--- src/hdl/gprx_pkg.sv ---
// package for the gamepad radio frame router
// holds configuration types, register indexes, field widths and the button remap table
// no dependencies
package gprx_pkg;

   localparam int HOP_CHANNELS = 4;
   localparam int HOP_W        = 2;

   localparam int CSR_ADDR_W   = 3;
   localparam int CSR_DATA_W   = 32;

   localparam logic [CSR_ADDR_W-1:0] CSR_COMBO_MASK    = 3'd0;
   localparam logic [CSR_ADDR_W-1:0] CSR_HOLD_TICKS    = 3'd1;
   localparam logic [CSR_ADDR_W-1:0] CSR_RELEASE_TICKS = 3'd2;
   localparam logic [CSR_ADDR_W-1:0] CSR_HOP_TABLE     = 3'd3;
   localparam logic [CSR_ADDR_W-1:0] CSR_EMPTY_LIMIT   = 3'd4;

   localparam logic [15:0] RST_COMBO_MASK    = 16'h1820;
   localparam logic [15:0] RST_HOLD_TICKS    = 16'd1500;
   localparam logic [15:0] RST_RELEASE_TICKS = 16'd400;
   localparam logic [31:0] RST_HOP_TABLE     = 32'h4F31_1D04;
   localparam logic [1:0]  RST_EMPTY_LIMIT   = 2'd2;

   localparam int REQ_TDATA_W = 56;
   localparam int RSP_TDATA_W = 48;

   localparam int NUM_BUTTONS = 12;

   localparam logic [3:0] HAT_CENTRE     = 4'd0;
   localparam logic [3:0] HAT_UP         = 4'd1;
   localparam logic [3:0] HAT_UP_RIGHT   = 4'd2;
   localparam logic [3:0] HAT_RIGHT      = 4'd3;
   localparam logic [3:0] HAT_DOWN_RIGHT = 4'd4;
   localparam logic [3:0] HAT_DOWN       = 4'd5;
   localparam logic [3:0] HAT_DOWN_LEFT  = 4'd6;
   localparam logic [3:0] HAT_LEFT       = 4'd7;
   localparam logic [3:0] HAT_UP_LEFT    = 4'd8;

   typedef logic [15:0] button_src_type [NUM_BUTTONS];

   localparam button_src_type BUTTON_SRC = '{
      16'h0080, 16'h0040, 16'h4000, 16'h2000, 16'h0800, 16'h1000,
      16'h0020, 16'h0010, 16'h0008, 16'h0004, 16'h0002, 16'h0001
   };

   typedef struct packed {
      logic [15:0] combo_mask;
      logic [15:0] hold_ticks;
      logic [15:0] release_ticks;
      logic [31:0] hop_table;
      logic [1:0]  empty_limit;
   } cfg_type;

   typedef struct packed {
      logic [15:0]            raw;
      logic                   player;
      logic [NUM_BUTTONS-1:0] buttons;
      logic [3:0]             hat;
      logic                   combo_match;
   } dec_type;

endpackage

--- src/hdl/gprx_csr.sv ---
// configuration registers of the gamepad radio frame router
// plain write port, no read-back; depends on gprx_pkg
module gprx_csr (
   input  logic                               clock,
   input  logic                               reset,
   input  logic                               csr_we,
   input  logic [gprx_pkg::CSR_ADDR_W-1:0]    csr_addr,
   input  logic [gprx_pkg::CSR_DATA_W-1:0]    csr_wdata,
   output gprx_pkg::cfg_type                  cfg
);

   gprx_pkg::cfg_type cfg_ff, cfg_in;

   always_comb begin
      cfg_in = cfg_ff;
      if (csr_we) begin
         unique case (csr_addr)
            gprx_pkg::CSR_COMBO_MASK:    cfg_in.combo_mask    = csr_wdata[15:0];
            gprx_pkg::CSR_HOLD_TICKS:    cfg_in.hold_ticks    = csr_wdata[15:0];
            gprx_pkg::CSR_RELEASE_TICKS: cfg_in.release_ticks = csr_wdata[15:0];
            gprx_pkg::CSR_HOP_TABLE:     cfg_in.hop_table     = csr_wdata[31:0];
            gprx_pkg::CSR_EMPTY_LIMIT:   cfg_in.empty_limit   = csr_wdata[1:0];
            default: ;
         endcase
      end
   end

   always_ff @(posedge clock) begin
      if (reset) begin
         cfg_ff.combo_mask    <= gprx_pkg::RST_COMBO_MASK;
         cfg_ff.hold_ticks    <= gprx_pkg::RST_HOLD_TICKS;
         cfg_ff.release_ticks <= gprx_pkg::RST_RELEASE_TICKS;
         cfg_ff.hop_table     <= gprx_pkg::RST_HOP_TABLE;
         cfg_ff.empty_limit   <= gprx_pkg::RST_EMPTY_LIMIT;
      end else begin
         cfg_ff <= cfg_in;
      end
   end

   assign cfg = cfg_ff;

endmodule

--- src/hdl/gprx_decode.sv ---
// packet decode: raw word, player choice, button remap, hat code and combo match
// purely combinational; depends on gprx_pkg
module gprx_decode (
   input  logic [2:0]         pipe_number,
   input  logic [7:0]         byte_high,
   input  logic [7:0]         byte_low_inverted,
   input  logic [15:0]        combo_mask,
   output gprx_pkg::dec_type  dec
);

   logic [15:0] raw;
   logic        up, dn, lf, rt;

   assign raw = {byte_high, ~byte_low_inverted};
   assign up  = raw[3];
   assign dn  = raw[2];
   assign lf  = raw[1];
   assign rt  = raw[0];

   always_comb begin
      dec.raw = raw;

      case (pipe_number)
         3'd0:    dec.player = 1'b0;
         3'd1:    dec.player = 1'b1;
         default: dec.player = raw[15];
      endcase

      for (int i = 0; i < gprx_pkg::NUM_BUTTONS; i++) begin
         dec.buttons[i] = |(raw & gprx_pkg::BUTTON_SRC[i]);
      end

      if (up && rt)      dec.hat = gprx_pkg::HAT_UP_RIGHT;
      else if (rt && dn) dec.hat = gprx_pkg::HAT_DOWN_RIGHT;
      else if (dn && lf) dec.hat = gprx_pkg::HAT_DOWN_LEFT;
      else if (lf && up) dec.hat = gprx_pkg::HAT_UP_LEFT;
      else if (up)       dec.hat = gprx_pkg::HAT_UP;
      else if (rt)       dec.hat = gprx_pkg::HAT_RIGHT;
      else if (dn)       dec.hat = gprx_pkg::HAT_DOWN;
      else if (lf)       dec.hat = gprx_pkg::HAT_LEFT;
      else               dec.hat = gprx_pkg::HAT_CENTRE;

      dec.combo_match = ((raw & combo_mask) == combo_mask);
   end

endmodule

--- src/hdl/gamepad_rx_frame_router_unit.sv ---
// top level of the gamepad radio frame router
// input register, decode, router state and result register; depends on gprx_pkg,
// gprx_csr and gprx_decode
//
// usage: one poll result per req transaction (tuser = packet flag, 0 for an empty poll),
// one result per rsp transaction carrying the channel in use, an optional gamepad
// report (tuser = report valid) and the mode-switch request.
// a poll is captured in an input register, decoded and the router state updated as the
// result moves into the result register; throughput, set by the single state update
// path (hop index, empty count, last words, combo timer), is one poll per cycle unless
// a result waits on a low rsp_tready. while such a result waits, one further poll is
// still taken into the input register; req_tready falls only when both registers hold
// an item. the user must see that configuration is written through csr_we, csr_addr
// and csr_wdata only while the block is idle; the block itself does not enforce it.
// a synchronous reset empties both registers, restores the register defaults, clears
// the hop index, the empty count, the per-player valid flags and the combo timer.
module gamepad_rx_frame_router_unit (
   input  logic                                clock,
   input  logic                                reset,
   // mode
   input  logic                                req_tuser,
   // pipe_number, byte_high, byte_low_inverted, host_ready, now_tick, zero fill
   input  logic [gprx_pkg::REQ_TDATA_W-1:0]    req_tdata,
   input  logic                                req_tvalid,
   output logic                                req_tready,
   // report_valid
   output logic                                rsp_tuser,
   // channel_number, report_player, button_bits, hat_code, raw_word, switch_request,
   // zero fill
   output logic [gprx_pkg::RSP_TDATA_W-1:0]    rsp_tdata,
   output logic                                rsp_tvalid,
   input  logic                                rsp_tready,
   input  logic                                csr_we,
   input  logic [gprx_pkg::CSR_ADDR_W-1:0]     csr_addr,
   input  logic [gprx_pkg::CSR_DATA_W-1:0]     csr_wdata
);

   gprx_pkg::cfg_type cfg;
   gprx_pkg::dec_type dec;

   logic        s1_valid_ff, s1_valid_in;
   logic        s1_mode_ff;
   logic [2:0]  s1_pipe_ff;
   logic [7:0]  s1_hi_ff;
   logic [7:0]  s1_lo_ff;
   logic [1:0]  s1_ready_ff;
   logic [31:0] s1_now_ff;

   logic        out_valid_ff, out_valid_in;
   logic        out_rvalid_ff, out_rvalid_in;
   logic [gprx_pkg::RSP_TDATA_W-1:0] out_data_ff, out_data_in;

   logic [gprx_pkg::HOP_W-1:0] hop_index_ff, hop_index_in;
   logic [1:0]  empty_count_ff, empty_count_in;
   logic [15:0] last_raw_ff [2];
   logic [1:0]  last_valid_ff, last_valid_in;
   logic        combo_active_ff, combo_active_in;
   logic [31:0] combo_start_ff, combo_start_in;
   logic [31:0] combo_seen_ff, combo_seen_in;

   logic        push, accept;
   logic        hop, changed, report;
   logic [1:0]  empty_inc;
   logic [31:0] seen_gap, start_gap;
   logic        switch_req;
   logic [7:0]  channel;
   logic [31:0] hop_shifted;

   gprx_csr u_csr (
      .clock     (clock),
      .reset     (reset),
      .csr_we    (csr_we),
      .csr_addr  (csr_addr),
      .csr_wdata (csr_wdata),
      .cfg       (cfg)
   );

   gprx_decode u_decode (
      .pipe_number       (s1_pipe_ff),
      .byte_high         (s1_hi_ff),
      .byte_low_inverted (s1_lo_ff),
      .combo_mask        (cfg.combo_mask),
      .dec               (dec)
   );

   assign push       = s1_valid_ff && (!out_valid_ff || rsp_tready);
   assign req_tready = !s1_valid_ff || push;
   assign accept     = req_tvalid && req_tready;

   assign s1_valid_in  = accept ? 1'b1 : (push ? 1'b0 : s1_valid_ff);
   assign out_valid_in = push ? 1'b1 : (rsp_tready ? 1'b0 : out_valid_ff);

   always_comb begin
      empty_inc      = empty_count_ff + 2'd1;
      hop            = 1'b0;
      empty_count_in = empty_count_ff;
      last_valid_in  = last_valid_ff;
      changed        = 1'b0;
      report         = 1'b0;
      combo_active_in = combo_active_ff;
      combo_start_in  = combo_start_ff;
      combo_seen_in   = combo_seen_ff;
      switch_req      = 1'b0;

      if (s1_mode_ff) begin
         empty_count_in = 2'd0;
         hop            = 1'b1;
         changed = !last_valid_ff[dec.player] || (last_raw_ff[dec.player] != dec.raw);
         report  = changed && s1_ready_ff[dec.player];
         if (changed) begin
            last_valid_in[dec.player] = 1'b1;
         end
         if (dec.combo_match) begin
            if (!combo_active_ff) begin
               combo_start_in = s1_now_ff;
            end
            combo_active_in = 1'b1;
            combo_seen_in   = s1_now_ff;
         end else begin
            combo_active_in = 1'b0;
         end
      end else begin
         empty_count_in = empty_inc;
         if (empty_inc >= cfg.empty_limit) begin
            empty_count_in = 2'd0;
            hop            = 1'b1;
         end
      end

      seen_gap  = s1_now_ff - combo_seen_in;
      start_gap = s1_now_ff - combo_start_in;
      if (combo_active_in) begin
         if (seen_gap > {16'd0, cfg.release_ticks}) begin
            combo_active_in = 1'b0;
         end else if (start_gap > {16'd0, cfg.hold_ticks}) begin
            switch_req      = 1'b1;
            combo_active_in = 1'b0;
         end
      end

      if (!hop) begin
         hop_index_in = hop_index_ff;
      end else if (hop_index_ff == gprx_pkg::HOP_W'(gprx_pkg::HOP_CHANNELS - 1)) begin
         hop_index_in = '0;
      end else begin
         hop_index_in = hop_index_ff + gprx_pkg::HOP_W'(1);
      end

      hop_shifted = cfg.hop_table >> {hop_index_in, 3'b000};
      channel     = hop_shifted[7:0];

      out_rvalid_in = report;
      out_data_in   = '0;
      out_data_in[7:0] = channel;
      if (report) begin
         out_data_in[8]     = dec.player;
         out_data_in[20:9]  = dec.buttons;
         out_data_in[24:21] = dec.hat;
         out_data_in[40:25] = dec.raw;
      end
      out_data_in[41] = switch_req;
   end

   always_ff @(posedge clock) begin
      if (reset) begin
         s1_valid_ff     <= 1'b0;
         out_valid_ff    <= 1'b0;
         hop_index_ff    <= '0;
         empty_count_ff  <= 2'd0;
         last_valid_ff   <= 2'b00;
         combo_active_ff <= 1'b0;
         combo_start_ff  <= 32'd0;
         combo_seen_ff   <= 32'd0;
      end else begin
         s1_valid_ff  <= s1_valid_in;
         out_valid_ff <= out_valid_in;
         if (push) begin
            hop_index_ff    <= hop_index_in;
            empty_count_ff  <= empty_count_in;
            last_valid_ff   <= last_valid_in;
            combo_active_ff <= combo_active_in;
            combo_start_ff  <= combo_start_in;
            combo_seen_ff   <= combo_seen_in;
         end
      end
   end

   always_ff @(posedge clock) begin
      if (accept) begin
         s1_mode_ff  <= req_tuser;
         s1_pipe_ff  <= req_tdata[2:0];
         s1_hi_ff    <= req_tdata[10:3];
         s1_lo_ff    <= req_tdata[18:11];
         s1_ready_ff <= req_tdata[20:19];
         s1_now_ff   <= req_tdata[52:21];
      end
      if (push) begin
         out_rvalid_ff <= out_rvalid_in;
         out_data_ff   <= out_data_in;
         if (s1_mode_ff && changed) begin
            last_raw_ff[dec.player] <= dec.raw;
         end
      end
   end

   assign rsp_tvalid = out_valid_ff;
   assign rsp_tuser  = out_rvalid_ff;
   assign rsp_tdata  = out_data_ff;

   // report fields stay zero without a report
   a_no_report_zero : assert property (@(posedge clock) disable iff (reset)
      (rsp_tvalid && !rsp_tuser) |-> (rsp_tdata[40:8] == 33'd0))
      else $error("report fields set without report_valid");

   // a switch request always ends the hold
   a_switch_ends_hold : assert property (@(posedge clock) disable iff (reset)
      (push && switch_req) |=> !combo_active_ff)
      else $error("combo hold still active after switch request");

   // hop index stays inside the hop table
   a_hop_range : assert property (@(posedge clock) disable iff (reset)
      hop_index_ff <= gprx_pkg::HOP_W'(gprx_pkg::HOP_CHANNELS - 1))
      else $error("hop index out of range");

   // the empty count clears before it can reach three
   a_empty_count : assert property (@(posedge clock) disable iff (reset)
      empty_count_ff != 2'd3)
      else $error("empty count reached three");

   // a packet for player 0 leaves player 0 marked as seen
   a_player_seen : assert property (@(posedge clock) disable iff (reset)
      (push && s1_mode_ff && !dec.player) |=> last_valid_ff[0])
      else $error("player 0 not marked after packet");

   // no input register overwrite while an item is held and not moving on
   a_no_overwrite : assert property (@(posedge clock) disable iff (reset)
      (s1_valid_ff && !push) |-> !accept)
      else $error("input register overwritten");

endmodule
--- config.mk ---
export PLATFORM = sky130hd
export DESIGN_NAME = gamepad_rx_frame_router_unit
export DESIGN_NICKNAME = d
export VERILOG_FILES = /design/src/hdl/gprx_pkg.sv /design/src/hdl/gprx_csr.sv /design/src/hdl/gprx_decode.sv /design/src/hdl/gamepad_rx_frame_router_unit.sv
export SDC_FILE = /design/constraint.sdc
export NUM_CORES = 1
export LEC_CHECK = 0
export BUFFER_PORTS_ARGS = -buffer_cell sky130_fd_sc_hd__buf_2
export CAP_MARGIN = 25
export CORE_UTILIZATION = 55
export CTS_CLUSTER_DIAMETER = 80
export DETAILED_ROUTE_END_ITERATION = 8
export PLACE_DENSITY = 0.75
export SLEW_MARGIN = 10
export SYNTH_ARGS = -nofsm -noshare
export SYNTH_HDL_FRONTEND = slang
export SYNTH_SLANG_ARGS = --single-unit
--- constraint.sdc ---
create_clock -name clock -period 6.7 [get_ports clock]
set_input_delay 2.01 -clock clock [delete_from_list [all_inputs] [get_ports clock]]
set_output_delay 2.01 -clock clock [all_outputs]
set_load 0.01 [all_outputs]
==> flow_summary.ini, run 1 <==
[worst_hold_path]
hold_class = flip-flop to flip-flop

[yosys]
synthCells = 1783
ys.warnings.count = 0
seq_area_frac_synth_pct = 41.1
avgSynthCellArea_sq_um = 9.03
yosys-top-cells-area = edfxtp_1 22%, dfxtp_1 19%, ha_1 7.1%
synth-main-ff-cell = dfxtp_1
yosysTopAreaCell = edfxtp_1
ys_types = 91
synth_edf_count = 117
syn_area_sq_um = 16100
synth_seq_cells = 272
post-synth-top-area-fraction_pct = 21.8
async_flop_share_pct = 0

[route]
vias = 13500
wire_per_inst_um = 18.4
firstDrtPassIters = 6
drc = 0
drt_iter0_drc = 952
ant_nets = 0
routed_wl_um = 42100
viasPerCell = 5.92

[place]
dp_hpwl_um = 30800
io_buffers = 138
placed_cells = 2222
gp_congestion = 0.885

[final_layout]
final_nets = 2065
fin_cells = 2283
drive_gt1_share_pct = 13.4
multi_input_area_sq_um = 8740
fill_cells = 2446
area_growth_pct = 12.4
antenna_cells = 0
seq_area_sq_um = 6620

[timing]
final-hold-violation-count = 0
relSlewSlack_pct = 35.7
tightest_slew_ps = 958
final_max_slew_viol_count = 0
fin_crit_sh_pct = 95.6
timing.fmax_mhz = 156
finalSetupViolCount = 0
period_needed_ps = 6400
worst_clock_skew_ps = 37.2
fin_tns_setup_ps = 0

[worst_setup_path]
worstPathRequired_ps = 7020
arrival_ps = 6730
critPathKind = flip-flop to flip-flop
cp_slowest_stage_delay_ps = 510
critPathLaunchType = flip-flop
cp_slowest_cell = or4_1
endpoint_kind = flip-flop
path_cells = a22o_1 > a221oi_2 > and4_4 > nand2_1 > nand2_1 > o21ai_0 > ha_1 > fa_1 > nand2b_1 > o2bb2ai_1 > a21o_1 > or4_1 > o211ai_1 > xor2_1 > ha_1 > o21a_1 > o21a_1 > o211ai_1 > o221ai_1 > nor4_1 > nand4_1 > nor4_2 > nand4_1 > o2111a_1
critPathBufInv = 0
path_max_fanout = 7
cp_top_family = compound AO/OA/AOI/OAI gates

[floorplanning]
die_y_um = 173
io-pin-count = 148
die_w_um = 173
initial_core_util_pct = 55.9
rows = 62
die_area_sq_um = 29900
coreArea_sq_um = 28800

[cts]
cts_root_buffer = clkbuf_16
cts_buffers = 30
path_clk_slew_ps = 60
cts_tree = yes
clk_latency_ps = 600
cts_buffer_depth = 3
cts_sinks = 272
htree_levels = 1

[global_route]
grt_use_total_pct = 27.6
grt_max_degree = 79
antenna_found_initial = 0
grt_pass1_vias = 12700
grt_pass1_wl_um = 66200
grt_overflow = 0

[power_and_ir_drop]
netSwitchingPower_mw = 1.37
p_sw_share_pct = 29.6
peakVddDrop_uv = 195
p_leak_nw = 7.03
seqPwrFrac_pct = 40.4
p_per_area_nw_per_um2 = 255
power.share.clock_pct = 37.6
p_int_mw = 3.25
share_comb_of_total_power_pct = 21.9

[status]
status = completed

[flow_run]
drv_cap = 0
[worst paths after layout]
path / endpoint / slack, ps / cells past startpoint / startpoint
worst max-delay path: rsp_tdata[41]$_SDFFCE_PP0P_ / 300 / 24 / s1_lo_ff[5]$_DFFE_PP_
worst min register to register: u_csr.cfg[30]$_SDFFE_PP0P_ / 450 / 2 / u_csr.cfg[30]$_SDFFE_PP0P_
worst max register to register: rsp_tdata[41]$_SDFFCE_PP0P_ / 300 / 24 / s1_lo_ff[5]$_DFFE_PP_
worst min-delay path: u_csr.cfg[30]$_SDFFE_PP0P_ / 450 / 2 / u_csr.cfg[30]$_SDFFE_PP0P_
[sequential cells by signal, summed over array words and instances, names as in the netlist, 2 cells and up]
name	flops
hop_index_ff	2
s1_lo_ff	8
combo_seen_ff	32
s1_pipe_ff	3
rsp_tdata	30
last_raw_ff	32
s1_hi_ff	8
s1_now_ff	32
u_csr.cfg	82
s1_ready_ff	2
last_valid_ff	2
combo_start_ff	32
empty_count_ff	2
[power by group through the flow]
stage | clock, mW | sequential (mW) | combinational, mW
floorplan | 0 | 1.88 | 0.741
finish | 1.74 | 1.87 | 1.01
detailed placement | 0 | 1.90 | 0.991
global placement | 0 | 1.90 | 0.972
global route | 1.83 | 1.88 | 1.12
CTS | 1.77 | 1.87 | 0.999
[repair_timing]
action / CTS / global route
hold buffers: 0 / 0
setup buffers: 0 / 3
endpoints found under the setup margin: 0 / 1
gates resized for setup: 0 / 5
[layout make-up]
class	count	area share, %
clock buffer	41	4.66
clock inverter	15	1.15
inverter	74	1.55
multi-input combinational	1332	48.3
sequential	272	36.6
tap	384	2.66
timing repair buffer	165	5.08
[routing by layer]
metal | vias up | track usage [%] | share of wire (%)
met1 | 6448 | 39.1 | 46
li1 | 6606 | - | -
met5 | - | 0 | 0
met2 | 392 | 44.2 | 46
met4 | 0 | 7.49 | 2.1
met3 | 62 | 3.58 | 6.2
[worst min-delay path, cell delays in order (launching register included)]
cell and delay, ps:
dfxtp_1 300, nand2_1 50, a21oi_1 50
[cells by family (layout without fill, tap and decap cells)]
group | Yosys count | count (layout) | synth area share, %
buffers and inverters | 184 | 295 | 4.93
multiplexers | 96 | 96 | 5.99
AO/OA/AOI/OAI | 441 | 441 | 18.4
flip-flops | 272 | 272 | 41.1
AND/OR/NAND/NOR | 631 | 631 | 18.6
other | 1 | 6 | 0.0233
XOR/XNOR | 58 | 58 | 3.16
adder cells (fa/ha/maj) | 100 | 100 | 7.78
[layout by cell type (no fill, tap or decap), drive strengths merged, types with 5 or more instances in the layout]
master and count:
or4 7, a21oi 162, o21ai 53, ha 91
or4b 5, o22ai 7, edfxtp 117, nand3b 23
or3 8, and2 12, clkbuf 41, a21o 41
nor4 13, nand3 31, mux2i 93, and3 9
xor2 15, a221oi 5, maj3 7, nor3 24
nor2b 35, nand4 24, a31oi 9, conb 6
o21bai 7, nand2b 23, dfxtp 155, nor2 143
nand2 253, o211ai 11, a211oi 72, xnor2 43
o31ai 6, o21a 11, buf 165, inv 75
clkinv 9, nor3b 5, a2111oi 5
[metrics by stage]
step	power (mW)	hold slack (ps)	worst slack (ps)	util (%)	instance area (sq um)
after floorplan	2.62	430	774	-	16100
after global placement	2.87	441	442	58.9	16900
after detailed placement	2.89	444	358	58.9	17000
after CTS	4.63	454	257	62.6	18000
after global routing	4.83	472	-28.1	62.9	18100
final	4.62	451	297	62.9	18100
[cell usage after synthesis, types with 4 or more instances]
master,instances
o21a_1,11
or3_1,7
or4_1,7
o21ai_0,47
mux2i_1,93
a21oi_1,159
edfxtp_1,117
nor2b_1,35
a31oi_1,8
o21ai_1,5
xor2_1,15
nor3b_1,5
o211ai_1,11
ha_1,91
buf_4,18
a211oi_1,72
a211o_1,4
nand4_1,23
clkbuf_1,71
or2_2,4
nand2_1,253
and3_1,9
dfxtp_1,155
o22ai_1,7
and2_1,12
nor3_1,24
o21bai_1,7
inv_1,72
nand3b_1,23
nand3_1,31
buf_2,10
nor2_1,143
buf_1,8
nor4_1,13
xnor2_1,43
o31ai_1,5
maj3_1,5
a21o_1,41
a21boi_0,4
nand2b_1,23
Power figures use the tool's default switching activity.
==> inputs of run 2 (changes only) <==
--- a/config.mk
+++ b/config.mk
@@ -14,4 +14,5 @@
 export SLEW_MARGIN = 10
 export SYNTH_ARGS = -nofsm -noshare
 export SYNTH_HDL_FRONTEND = slang
+export SYNTH_HIERARCHICAL = 1
 export SYNTH_SLANG_ARGS = --single-unit
==> constraint.sdc (replaced) <==
create_clock -name clock -period 6.7 [get_ports clock]
set_input_delay 2.01 -clock clock [delete_from_list [all_inputs] [get_ports clock]]
set_output_delay 2.01 -clock clock [all_outputs]
set_load 0.005 [all_outputs]
==> flow_summary.ini, run 2 <==
[timing]
final_max_slew_viol_count = 0
worst_clock_skew_ps = 5.75
holdWs_ps = 463
fin_crit_sh_pct = 98.5
timing.fmax_mhz = 152
final-hold-violation-count = 0
fin_ws_ps = 102
relSlewSlack_pct = 31.3
finalSetupViolCount = 0
tightest_slew_ps = 1020
period_needed_ps = 6600

[place]
placed_area_sq_um = 17300
dp_hpwl_um = 28100
gp_congestion = 0.898
io_buffers = 138
pre_cts_ws_ps = -181

[final_layout]
final_nets = 1972
drive_gt1_share_pct = 15.8
antenna_cells = 0
fill_cells = 2317
largest_reg_flops = 82
post-route-cell-area_sq_um = 18600
area_growth_pct = 13.9
final_cell_mix = 170 x nor2_1, 167 x mux2i_1, 155 x dfxtp_1
layout_commonest_cell = nor2_1

[cts]
cts_tree = yes
hold_buffers = 0
cts_sinks = 284
path_clk_slew_ps = 60
htree_levels = 1
cts_root_buffer = clkbuf_16
clk_latency_ps = 560
cts_buffers = 30
cts_buffer_depth = 3

[power_and_ir_drop]
p_leak_nw = 7.73
p_per_area_nw_per_um2 = 251
peakVddDrop_uv = 232
p_total_mw = 4.66

[yosys]
ys.warnings.count = 6
synth_commonest_cells = 173 x mux2i_1, 170 x nor2_1, 155 x dfxtp_1
synth_edf_count = 129
ys_types = 77
yosysTopAreaCell = edfxtp_1
yosys-top-cells-area = edfxtp_1 24%, dfxtp_1 19%, mux2i_1 11%
post-synth-top-area-fraction_pct = 23.7
async_flop_share_pct = 0
avgSynthCellArea_sq_um = 9.86
seq_area_frac_synth_pct = 42.7
synthCells = 1655
synth.most_common_cell = mux2i_1
synth_seq_cells = 284
synth-main-ff-cell = dfxtp_1
syn_area_sq_um = 16300

[floorplanning]
die_area_sq_um = 30400
coreArea_sq_um = 28900
io-pin-count = 148
initial_core_util_pct = 56.4
die_y_um = 174
die_w_um = 174
rows = 62

[worst_setup_path]
cp-endpoint = rsp_tdata[41]$_SDFFCE_PP0P_
crit-reg2reg-launch = s1_hi_ff[0]$_DFFE_PP_
cp_slowest_stage_delay_ps = 580
r2r_setup_slack_ps = 100
critPathBufInv = 1
critPathKind = flip-flop to flip-flop
cp_top_family = simple AND/OR/NAND/NOR gates
path_max_fanout = 5
r2r_cells = 24
endpoint_kind = flip-flop
arrival_ps = 6910
setup.worst_path.start = s1_hi_ff[0]$_DFFE_PP_
worstPathRequired_ps = 7010
cp.depth = 24
regToRegEndpoint = rsp_tdata[41]$_SDFFCE_PP0P_
cp_slowest_cell = or4_1
path_cells = nand2b_4 > o2111ai_2 > nor4_4 > nand2_4 > buf_4 > or2_2 > nand2_1 > o21ai_0 > ha_1 > fa_1 > nand2b_1 > a21o_1 > a211oi_1 > a31oi_1 > xnor2_1 > ha_1 > a21o_1 > a211oi_1 > a22o_1 > nand4_1 > or4_1 > nor3_4 > nand2b_1 > o21ba_1
critPathLaunchType = flip-flop

[global_route]
grt_overflow = 0
grt_use_total_pct = 25.1
grt_max_degree = 98
grt_pass1_vias = 12100
grt_pass1_wl_um = 61900
antenna_found_initial = 0

[route]
drc = 0
routed_wl_um = 39100
vias = 12700
ant_nets = 0
wire_per_inst_um = 17.9
viasPerCell = 5.82
drt_iter0_drc = 781
firstDrtPassIters = 5

[flow_run]
drv_cap = 0

[worst_hold_path]
hold_class = flip-flop to flip-flop

[status]
status = completed
run 2: cell count changes in the layout (fill, tap and decap cells not counted), sizes merged, moves of 19 or more:
cell / before / now
a21oi: 162 / 100
and2: 12 / 35
buf: 165 / 187
inv: 75 / 56
mux2i: 93 / 173
nand2: 253 / 76
nand2b: 23 / 97
nand3: 31 / 12
nand3b: 23 / 1
nor2: 143 / 170
run 2: per-stage QoR:
step | utilization, % | cells | setup TNS (ps)
final | 64.3 | 2182 | 0
after global routing | 64.3 | 2182 | -84.3
after CTS | 63.5 | 2174 | 0
after detailed placement | 59.8 | 2115 | -181
after global placement | 59.8 | 2115 | -90.5
after floorplan | - | 1660 | 0
run 2: kinds of logic (layout without fill, tap and decap cells):
logic type	count (synthesis)	in the layout	share of synthesized area, %
buffers and inverters	162	300	4.51
AOI/OAI and AO/OA	347	347	14.1
and+or+nand+nor	519	519	16.5
DFF	284	284	42.7
xor gates and xnor gates	65	65	3.49
adders and majority gates	101	101	7.83
muxes	176	176	10.8
other	1	6	0.0230
run 2: timing repair:
item / 4_1_cts / 5_1_grt
pin swaps: 2 / 15
setup endpoints to repair: 1 / 2
buffers inserted: 3 / 5
cloned: 0 / 0
endpoints found under the hold margin: 0 / 0
resized for setup: 4 / 33
run 2: worst min path at each step:
stage	cells after the start	end	slack [ps]	from
floorplan	2	last_valid_ff[0]$_SDFFE_PP0P_	430	last_valid_ff[0]$_SDFFE_PP0P_
global placement	2	combo_start_ff[0]$_SDFFE_PP0P_	450	combo_start_ff[0]$_SDFFE_PP0P_
detailed placement	2	combo_start_ff[0]$_SDFFE_PP0P_	450	combo_start_ff[0]$_SDFFE_PP0P_
CTS	2	combo_start_ff[0]$_SDFFE_PP0P_	460	combo_start_ff[0]$_SDFFE_PP0P_
global route	2	combo_start_ff[0]$_SDFFE_PP0P_	480	combo_start_ff[0]$_SDFFE_PP0P_
finish	2	combo_start_ff[0]$_SDFFE_PP0P_	460	combo_start_ff[0]$_SDFFE_PP0P_
run 2: cell type report:
class                   count  area [sq um]  area share [%]
repair buffers            188          1100            5.92
inverters                  56           213            1.14
flip-flops and latches    284          6980            37.5
well taps                 384           480            2.58
clock buffers              49           958            5.15
clock inverters             7          63.8           0.343
multi-input cells        1214          8800            47.3
run 2: worst reg2reg max path: stages, from the launching register on:
cell and delay, ps:
edfxtp_1 400, nand2b_4 150, o2111ai_2 150, nor4_4 510, nand2_4 190, buf_4 180, or2_2 380, nand2_1 110
o21ai_0 130, ha_1 240, fa_1 400, nand2b_1 180, a21o_1 200, a211oi_1 340, a31oi_1 240, xnor2_1 340
ha_1 310, a21o_1 160, a211oi_1 230, a22o_1 250, nand4_1 100, or4_1 580, nor3_4 310, nand2b_1 90
o21ba_1 170
run 2: per-layer routing:
metal | GRT usage (%) | wire length [um] | vias to the layer above
met5 | 0 | 0 | -
met4 | 6.91 | 987 | 0
met3 | 2.67 | 1830 | 66
met2 | 40.7 | 17900 | 322
met1 | 35.6 | 18300 | 6081
li1 | - | - | 6232
run 2: report_power, final:
group	total (mW)	internal, mW	switching [mW]	leakage [nW]
Combinational	1.03	0.427	0.602	4.74
Clock	1.68	1.01	0.672	0.511
Sequential	1.95	1.90	0.0508	2.48
Total	4.66	3.34	1.32	7.73
